<file path="src/rtl/crgm_pkg.sv">
// Package for the color ramp gradient map unit.
// Holds sizes, register indexes and the stop word layout.
// No dependencies.
package crgm_pkg;

    localparam int MAX_STOPS      = 7;
    localparam int STOP_REGS      = 7;
    localparam int STOP_IDX_W     = $clog2(STOP_REGS);
    localparam int COUNT_W        = 3;
    localparam int LEVEL_W        = 8;
    localparam int CHAN_W         = 8;
    localparam int NUM_CHAN       = 3;
    localparam int COLOR_W        = CHAN_W * NUM_CHAN;
    localparam int STOP_W         = 32;
    localparam int NUM_W          = 2 * CHAN_W;
    localparam int DIV_STAGES     = 4;
    localparam int BITS_PER_STAGE = CHAN_W / DIV_STAGES;
    localparam int CFG_IDX_W      = 3;
    localparam int CFG_DATA_W     = 32;

    localparam logic [CFG_IDX_W-1:0] REG_STOP_COUNT = CFG_IDX_W'(0);
    localparam logic [CFG_IDX_W-1:0] REG_STOP_BASE  = CFG_IDX_W'(1);

    typedef struct packed {
        logic [LEVEL_W-1:0] pos;
        logic [COLOR_W-1:0] color;
    } stop_t;

endpackage

</file>
<file path="src/rtl/color_ramp_gradient_map_unit.sv">
// Top level of the color ramp gradient map unit: stop lookup, channel
// products and a pipelined restoring divider.
// Depends on crgm_pkg.
//
//  channel   | direction | payload (lowest bits first)
//  s_*       | in        | tdata: level[7:0]
//  m_*       | out       | tdata: red[7:0], green[15:8], blue[23:16]
//  cfg_*     | in        | write enable, register index, 32-bit write data
//
// One word per cycle while the output is not stalled. A word passes through
// the lookup stage, the product stage and four divider stages of two
// quotient bits each. A stall on the output holds every stage in place;
// s_tready follows m_tready while the output register is full.
// Reset clears the stop registers, the stop count and all valid bits.
module color_ramp_gradient_map_unit
(
    input  logic                               clk,
    input  logic                               rst_n,
    input  logic                               s_tvalid,
    output logic                               s_tready,
    input  logic [crgm_pkg::LEVEL_W-1:0]       s_tdata,   // level
    output logic                               m_tvalid,
    input  logic                               m_tready,
    output logic [crgm_pkg::COLOR_W-1:0]       m_tdata,   // red, green, blue
    input  logic                               cfg_wr_en,
    input  logic [crgm_pkg::CFG_IDX_W-1:0]     cfg_index,
    input  logic [crgm_pkg::CFG_DATA_W-1:0]    cfg_data
);

    localparam int CW = crgm_pkg::CHAN_W;
    localparam int NC = crgm_pkg::NUM_CHAN;
    localparam int DS = crgm_pkg::DIV_STAGES;

    // configuration
    logic [crgm_pkg::COUNT_W-1:0] stop_count_reg;
    crgm_pkg::stop_t              stop_reg [crgm_pkg::STOP_REGS];
    logic [crgm_pkg::CFG_IDX_W-1:0] stop_wr_idx;

    assign stop_wr_idx = cfg_index - crgm_pkg::REG_STOP_BASE;

    always_ff @(posedge clk or negedge rst_n)
    begin
        if (!rst_n)
        begin
            stop_count_reg <= '0;
            for (int i = 0; i < crgm_pkg::STOP_REGS; i++)
            begin
                stop_reg[i] <= '0;
            end
        end
        else if (cfg_wr_en)
        begin
            if (cfg_index == crgm_pkg::REG_STOP_COUNT)
            begin
                stop_count_reg <= cfg_data[crgm_pkg::COUNT_W-1:0];
            end
            else
            begin
                stop_reg[stop_wr_idx[crgm_pkg::STOP_IDX_W-1:0]] <=
                    crgm_pkg::stop_t'(cfg_data[crgm_pkg::STOP_W-1:0]);
            end
        end
    end

    logic pipe_en;
    logic [DS:0] dvalid_reg;

    assign pipe_en  = !m_tvalid || m_tready;
    assign s_tready = pipe_en;

    // stage 1: lookup
    logic [crgm_pkg::COUNT_W-1:0]    n_used;
    logic                            hit;
    logic [crgm_pkg::STOP_IDX_W-1:0] found;
    logic [crgm_pkg::STOP_IDX_W-1:0] prev_idx;
    logic [crgm_pkg::STOP_IDX_W-1:0] last_idx;
    logic [crgm_pkg::COLOR_W-1:0]    c0_next, c1_next;
    logic [CW-1:0]                   w0_next, w1_next, d1_next;

    always_comb
    begin
        n_used = (stop_count_reg > crgm_pkg::COUNT_W'(crgm_pkg::MAX_STOPS)) ?
                 crgm_pkg::COUNT_W'(crgm_pkg::MAX_STOPS) : stop_count_reg;
        hit   = 1'b0;
        found = '0;
        for (int i = 0; i < crgm_pkg::STOP_REGS; i++)
        begin
            if (!hit && (crgm_pkg::COUNT_W'(i) < n_used) && (stop_reg[i].pos >= s_tdata))
            begin
                hit   = 1'b1;
                found = crgm_pkg::STOP_IDX_W'(i);
            end
        end
        prev_idx = found - crgm_pkg::STOP_IDX_W'(1);
        last_idx = crgm_pkg::STOP_IDX_W'(n_used - crgm_pkg::COUNT_W'(1));
        c0_next  = '0;
        c1_next  = '0;
        w0_next  = '0;
        w1_next  = CW'(1);
        d1_next  = CW'(1);
        if (n_used == '0)
        begin
            c1_next = '0;
        end
        else if (!hit)
        begin
            c1_next = stop_reg[last_idx].color;
        end
        else if (found == '0)
        begin
            c1_next = stop_reg[0].color;
        end
        else
        begin
            c0_next = stop_reg[prev_idx].color;
            c1_next = stop_reg[found].color;
            w0_next = stop_reg[found].pos - s_tdata;
            w1_next = s_tdata - stop_reg[prev_idx].pos;
            d1_next = stop_reg[found].pos - stop_reg[prev_idx].pos;
        end
    end

    logic                         v1_reg;
    logic [crgm_pkg::COLOR_W-1:0] c0_reg, c1_reg;
    logic [CW-1:0]                w0_reg, w1_reg, d1_reg;

    always_ff @(posedge clk or negedge rst_n)
    begin
        if (!rst_n)
        begin
            v1_reg <= 1'b0;
        end
        else if (pipe_en)
        begin
            v1_reg <= s_tvalid;
        end
    end

    always_ff @(posedge clk)
    begin
        if (pipe_en)
        begin
            c0_reg <= c0_next;
            c1_reg <= c1_next;
            w0_reg <= w0_next;
            w1_reg <= w1_next;
            d1_reg <= d1_next;
        end
    end

    // stage 2: channel products, loaded as divider state
    logic [CW-1:0] rem_reg  [DS+1][NC];
    logic [CW-1:0] lowq_reg [DS+1][NC];
    logic [CW-1:0] d_reg    [DS+1];
    logic [crgm_pkg::NUM_W-1:0] num_next [NC];

    always_comb
    begin
        for (int c = 0; c < NC; c++)
        begin
            num_next[c] =
                (crgm_pkg::NUM_W'(c0_reg[CW*(NC-1-c) +: CW]) * crgm_pkg::NUM_W'(w0_reg)) +
                (crgm_pkg::NUM_W'(c1_reg[CW*(NC-1-c) +: CW]) * crgm_pkg::NUM_W'(w1_reg));
        end
    end

    always_ff @(posedge clk or negedge rst_n)
    begin
        if (!rst_n)
        begin
            dvalid_reg <= '0;
        end
        else if (pipe_en)
        begin
            dvalid_reg <= {dvalid_reg[DS-1:0], v1_reg};
        end
    end

    always_ff @(posedge clk)
    begin
        if (pipe_en)
        begin
            d_reg[0] <= d1_reg;
            for (int c = 0; c < NC; c++)
            begin
                rem_reg[0][c]  <= num_next[c][crgm_pkg::NUM_W-1:CW];
                lowq_reg[0][c] <= num_next[c][CW-1:0];
            end
        end
    end

    // one restoring step: shift in the next numerator bit, subtract if it fits
    function automatic logic [2*CW-1:0] div_step(input logic [CW-1:0] rem,
                                                  input logic [CW-1:0] lowq,
                                                  input logic [CW-1:0] d);
        logic [CW:0]   t;
        logic          qbit;
        logic [CW-1:0] r;
        t    = {rem, lowq[CW-1]};
        qbit = (t >= {1'b0, d});
        r    = qbit ? CW'(t - {1'b0, d}) : t[CW-1:0];
        return {r, lowq[CW-2:0], qbit};
    endfunction

    // stages 3 to 6: divider, two quotient bits each
    for (genvar k = 0; k < DS; k++)
    begin : g_div
        logic [2*CW-1:0] st_next [NC];

        always_comb
        begin
            for (int c = 0; c < NC; c++)
            begin
                st_next[c] = {rem_reg[k][c], lowq_reg[k][c]};
                for (int b = 0; b < crgm_pkg::BITS_PER_STAGE; b++)
                begin
                    st_next[c] = div_step(st_next[c][2*CW-1:CW], st_next[c][CW-1:0], d_reg[k]);
                end
            end
        end

        always_ff @(posedge clk)
        begin
            if (pipe_en)
            begin
                d_reg[k+1] <= d_reg[k];
                for (int c = 0; c < NC; c++)
                begin
                    rem_reg[k+1][c]  <= st_next[c][2*CW-1:CW];
                    lowq_reg[k+1][c] <= st_next[c][CW-1:0];
                end
            end
        end
    end

    assign m_tvalid = dvalid_reg[DS];
    assign m_tdata  = {lowq_reg[DS][2], lowq_reg[DS][1], lowq_reg[DS][0]};

    // checks
    a_div_nonzero: assert property (@(posedge clk) disable iff (!rst_n)
        v1_reg |-> d1_reg != '0)
        else $error("zero divisor entered the divider");

    a_advance: assert property (@(posedge clk) disable iff (!rst_n)
        pipe_en && v1_reg |=> dvalid_reg[0])
        else $error("word lost between lookup and product stage");

    a_rem_bound: assert property (@(posedge clk) disable iff (!rst_n)
        dvalid_reg[2] |-> (rem_reg[2][0] < d_reg[2]) && (rem_reg[2][1] < d_reg[2]) &&
                          (rem_reg[2][2] < d_reg[2]))
        else $error("divider remainder not below divisor");

    a_hold: assert property (@(posedge clk) disable iff (!rst_n)
        !pipe_en |=> $stable(dvalid_reg) && $stable(v1_reg))
        else $error("pipeline moved during a stall");

endmodule
</file>
<file path="config.mk">
export PLATFORM = sky130hd
export DESIGN_NAME = color_ramp_gradient_map_unit
export DESIGN_NICKNAME = d
export VERILOG_FILES = /design/src/rtl/crgm_pkg.sv /design/src/rtl/color_ramp_gradient_map_unit.sv
export SDC_FILE = /design/constraint.sdc
export NUM_CORES = 2
export LEC_CHECK = 0
export BUFFER_PORTS_ARGS = -buffer_cell sky130_fd_sc_hd__buf_4
export CAP_MARGIN = 10
export CORE_MARGIN = 1
export CORE_UTILIZATION = 40
export DETAILED_ROUTE_END_ITERATION = 16
export PLACE_DENSITY = 0.6
export SETUP_SLACK_MARGIN = 0.3
export SLEW_MARGIN = 20
export SYNTH_ARGS = -nofsm -noshare
export SYNTH_HDL_FRONTEND = slang
export SYNTH_SLANG_ARGS = --single-unit
</file>
<file path="constraint.sdc">
create_clock -name clk -period 14.4 [get_ports clk]
set_clock_uncertainty 0.15 [all_clocks]
set_input_delay 2.16 -clock clk [delete_from_list [all_inputs] [get_ports clk]]
set_output_delay 2.16 -clock clk [all_outputs]
set_load 0.005 [all_outputs]
</file>
==> metrics.cfg <==
[worst_hold_path]
hold_path.class=reg2reg

[final_layout]
final_nets=5463
final_common_cell=nand2_1
drive_gt1_frac=0.1422
largest_reg_flops=224
seq_area_sq_mm=0.01544
multiInputGateArea_sq_mm=0.02942
area_delta_synth_final_pct=9.674
final_util=0.4423
layout_common_cells=595 x nand2_1, 545 x inv_1, 456 x ha_1, 322 x mux2_2, 320 x edfxtp_1
diodes=0
fillerInstances=11187

[synthesis]
ys_warn_count=0
synthArstFlopShare=0.4213
synth.area.top_cells=edfxtp_1 20%, fa_1 13%, dfrtp_1 12%, ha_1 12%, mux2_2 7.6%
synthCells=4635
synthDistinctLibCells=88
syn_area_sq_mm=0.04756
yosys.area.top_type=edfxtp_1
synth_top_area_share=0.2021
ys_seq_elements=553
synth-seq-area-share=0.3247
synth_edf_count=320
synth-main-ff-cell=edfxtp_1
syn_avg_cell_area_sq_um=10.26
syn-num-nets=5450

[route]
viasPerCell=5.400
wl_um=120100
vias=33691
wire_per_inst_um=19.25
drt_iter0_drc=2071
antenna_left=0
firstDrtPassIters=7
drc=0

[cts]
post_cts_buffers=0
clock_latency_ns=0.65
cts_buffer_depth=3
cts-resized-gates=0
cts_tree=done
cts_max_level=3
clock-sinks=553
clock_tree.root_cell=clkbuf_16
postCtsHoldBufs=0
cts_buffers=69
clk_pin_slew_ns=0.06

[sta]
max_freq_mhz=121.4
rsz0062_at_grt=false
worst_pin_slew_ns=1.060
whs_ns=0.2586
maxSlewHeadroom=0.2932
finalCritPeriodShare=0.5720
setup_viol=0
setup_slack_ns=6.163
finalMaxSlewViolations=0
finalHoldViolCount=0
tns_ns=0
period_needed_ns=8.237

[place]
hpwl_um=86330
dp_slack_ns=5.608
portBuffers=73
gp_congestion=0.8968

[global_route]
grt_pass1_vias=33350
grt-ovfl-total=0
grt_pass1_wl_um=190500
antenna_found_initial=2
grt_util_all_layers=0.2003
grt_max_degree=160

[floorplan]
num_rows=126
die_area_sq_mm=0.1203
coreArea_sq_mm=0.1179
die_y_um=346.8
pin_count=74
start_util=0.4033
die_w_um=346.8

[status]
status=completed

[setup_path]
worstPathRequired_ns=14.62
critical_path_arrival_ns=8.46
crit_type=in2reg
cp_max_fo=70
cp-start-kind=primary input
cp-end-kind=flip-flop

[job]
maxCapViolCount=0

-- critical path, stage by stage --
cell,delay [ns]
buf_4,0.13
inv_1,0.40
ha_1,0.35
a211oi_2,0.21
o21ai_2,0.12
a2111oi_4,0.35
nand3b_2,0.15
a22o_1,0.50
nand2_8,0.52
inv_2,0.39
ha_4,0.94
mux2i_1,0.26
a21oi_1,0.06
o2bb2ai_1,0.27
nand2_1,0.22
xnor2_1,0.22
ha_1,0.17
a31oi_1,0.06
maj3_2,0.36
a211oi_2,0.25
o21ai_1,0.10
nor3b_2,0.15
-- logic make-up after synthesis --
logic type                 Yosys count  share of synthesized area
DFF                                553                     0.3247
muxes                              409                     0.1087
adders and majority gates          768                     0.2510
xor gates and xnor gates           143                    0.02634
AOI/OAI and AO/OA                  723                     0.1011
buffers and inverters              731                    0.05864
and+or+nand+nor                   1308                     0.1296
-- metrics by stage --
step                      instances  instance area (sq um)
after floorplan                4635                  47560
after global placement         6113                  49780
after detailed placement       6113                  49780
after CTS                      6239                  52160
after global routing           6239                  52160
final                          6239                  52160
-- synth_stat cells, drive strengths merged (52+ instances only) --
cell type	count
a21oi	212
and2	229
clkbuf	131
dfrtp	233
edfxtp	320
fa	310
ha	457
inv	550
mux2	325
mux4	52
nand2	597
nor2	219
nor2b	58
o21ai	183
xnor2	102
-- final cells by class --
type | instances | area share
repair buffers | 116 | 0.01732
clock inverters | 37 | 0.008900
inverters | 557 | 0.04009
well taps | 1536 | 0.03685
multi-input cells | 3351 | 0.5641
flip-flops and latches | 553 | 0.2961
clock buffers | 89 | 0.03668
-- per-layer routing --
metal	wire [um]	part of all wire	vias up	GRT usage
met5	27	0.00022	-	0
met2	59120	0.49	810	0.3456
met1	52290	0.44	16647	0.2586
met4	3790	0.032	4	0.06736
met3	4896	0.041	240	0.02502
li1	-	-	15990	-
-- final timing paths --
check                                startpoint         endpoint  slack [ns]  cells past startpoint
max in group asynchronous                 rst_n     stop_reg[57]       10.55                      3
worst min-delay path            lowq_reg[3][12]  lowq_reg[4][14]        0.26                      0
worst min register to register  lowq_reg[3][12]  lowq_reg[4][14]        0.26                      0
min in group asynchronous                 rst_n     stop_reg[41]        1.38                      1
worst max register to register     d_reg[0][17]    rem_reg[3][7]        7.02                     25
worst max-delay path                 s_tdata[2]        w1_reg[6]        6.16                     22
Power is not shown: default switching activity piles up to over one toggle a cycle in this logic, so the estimate is an artifact.
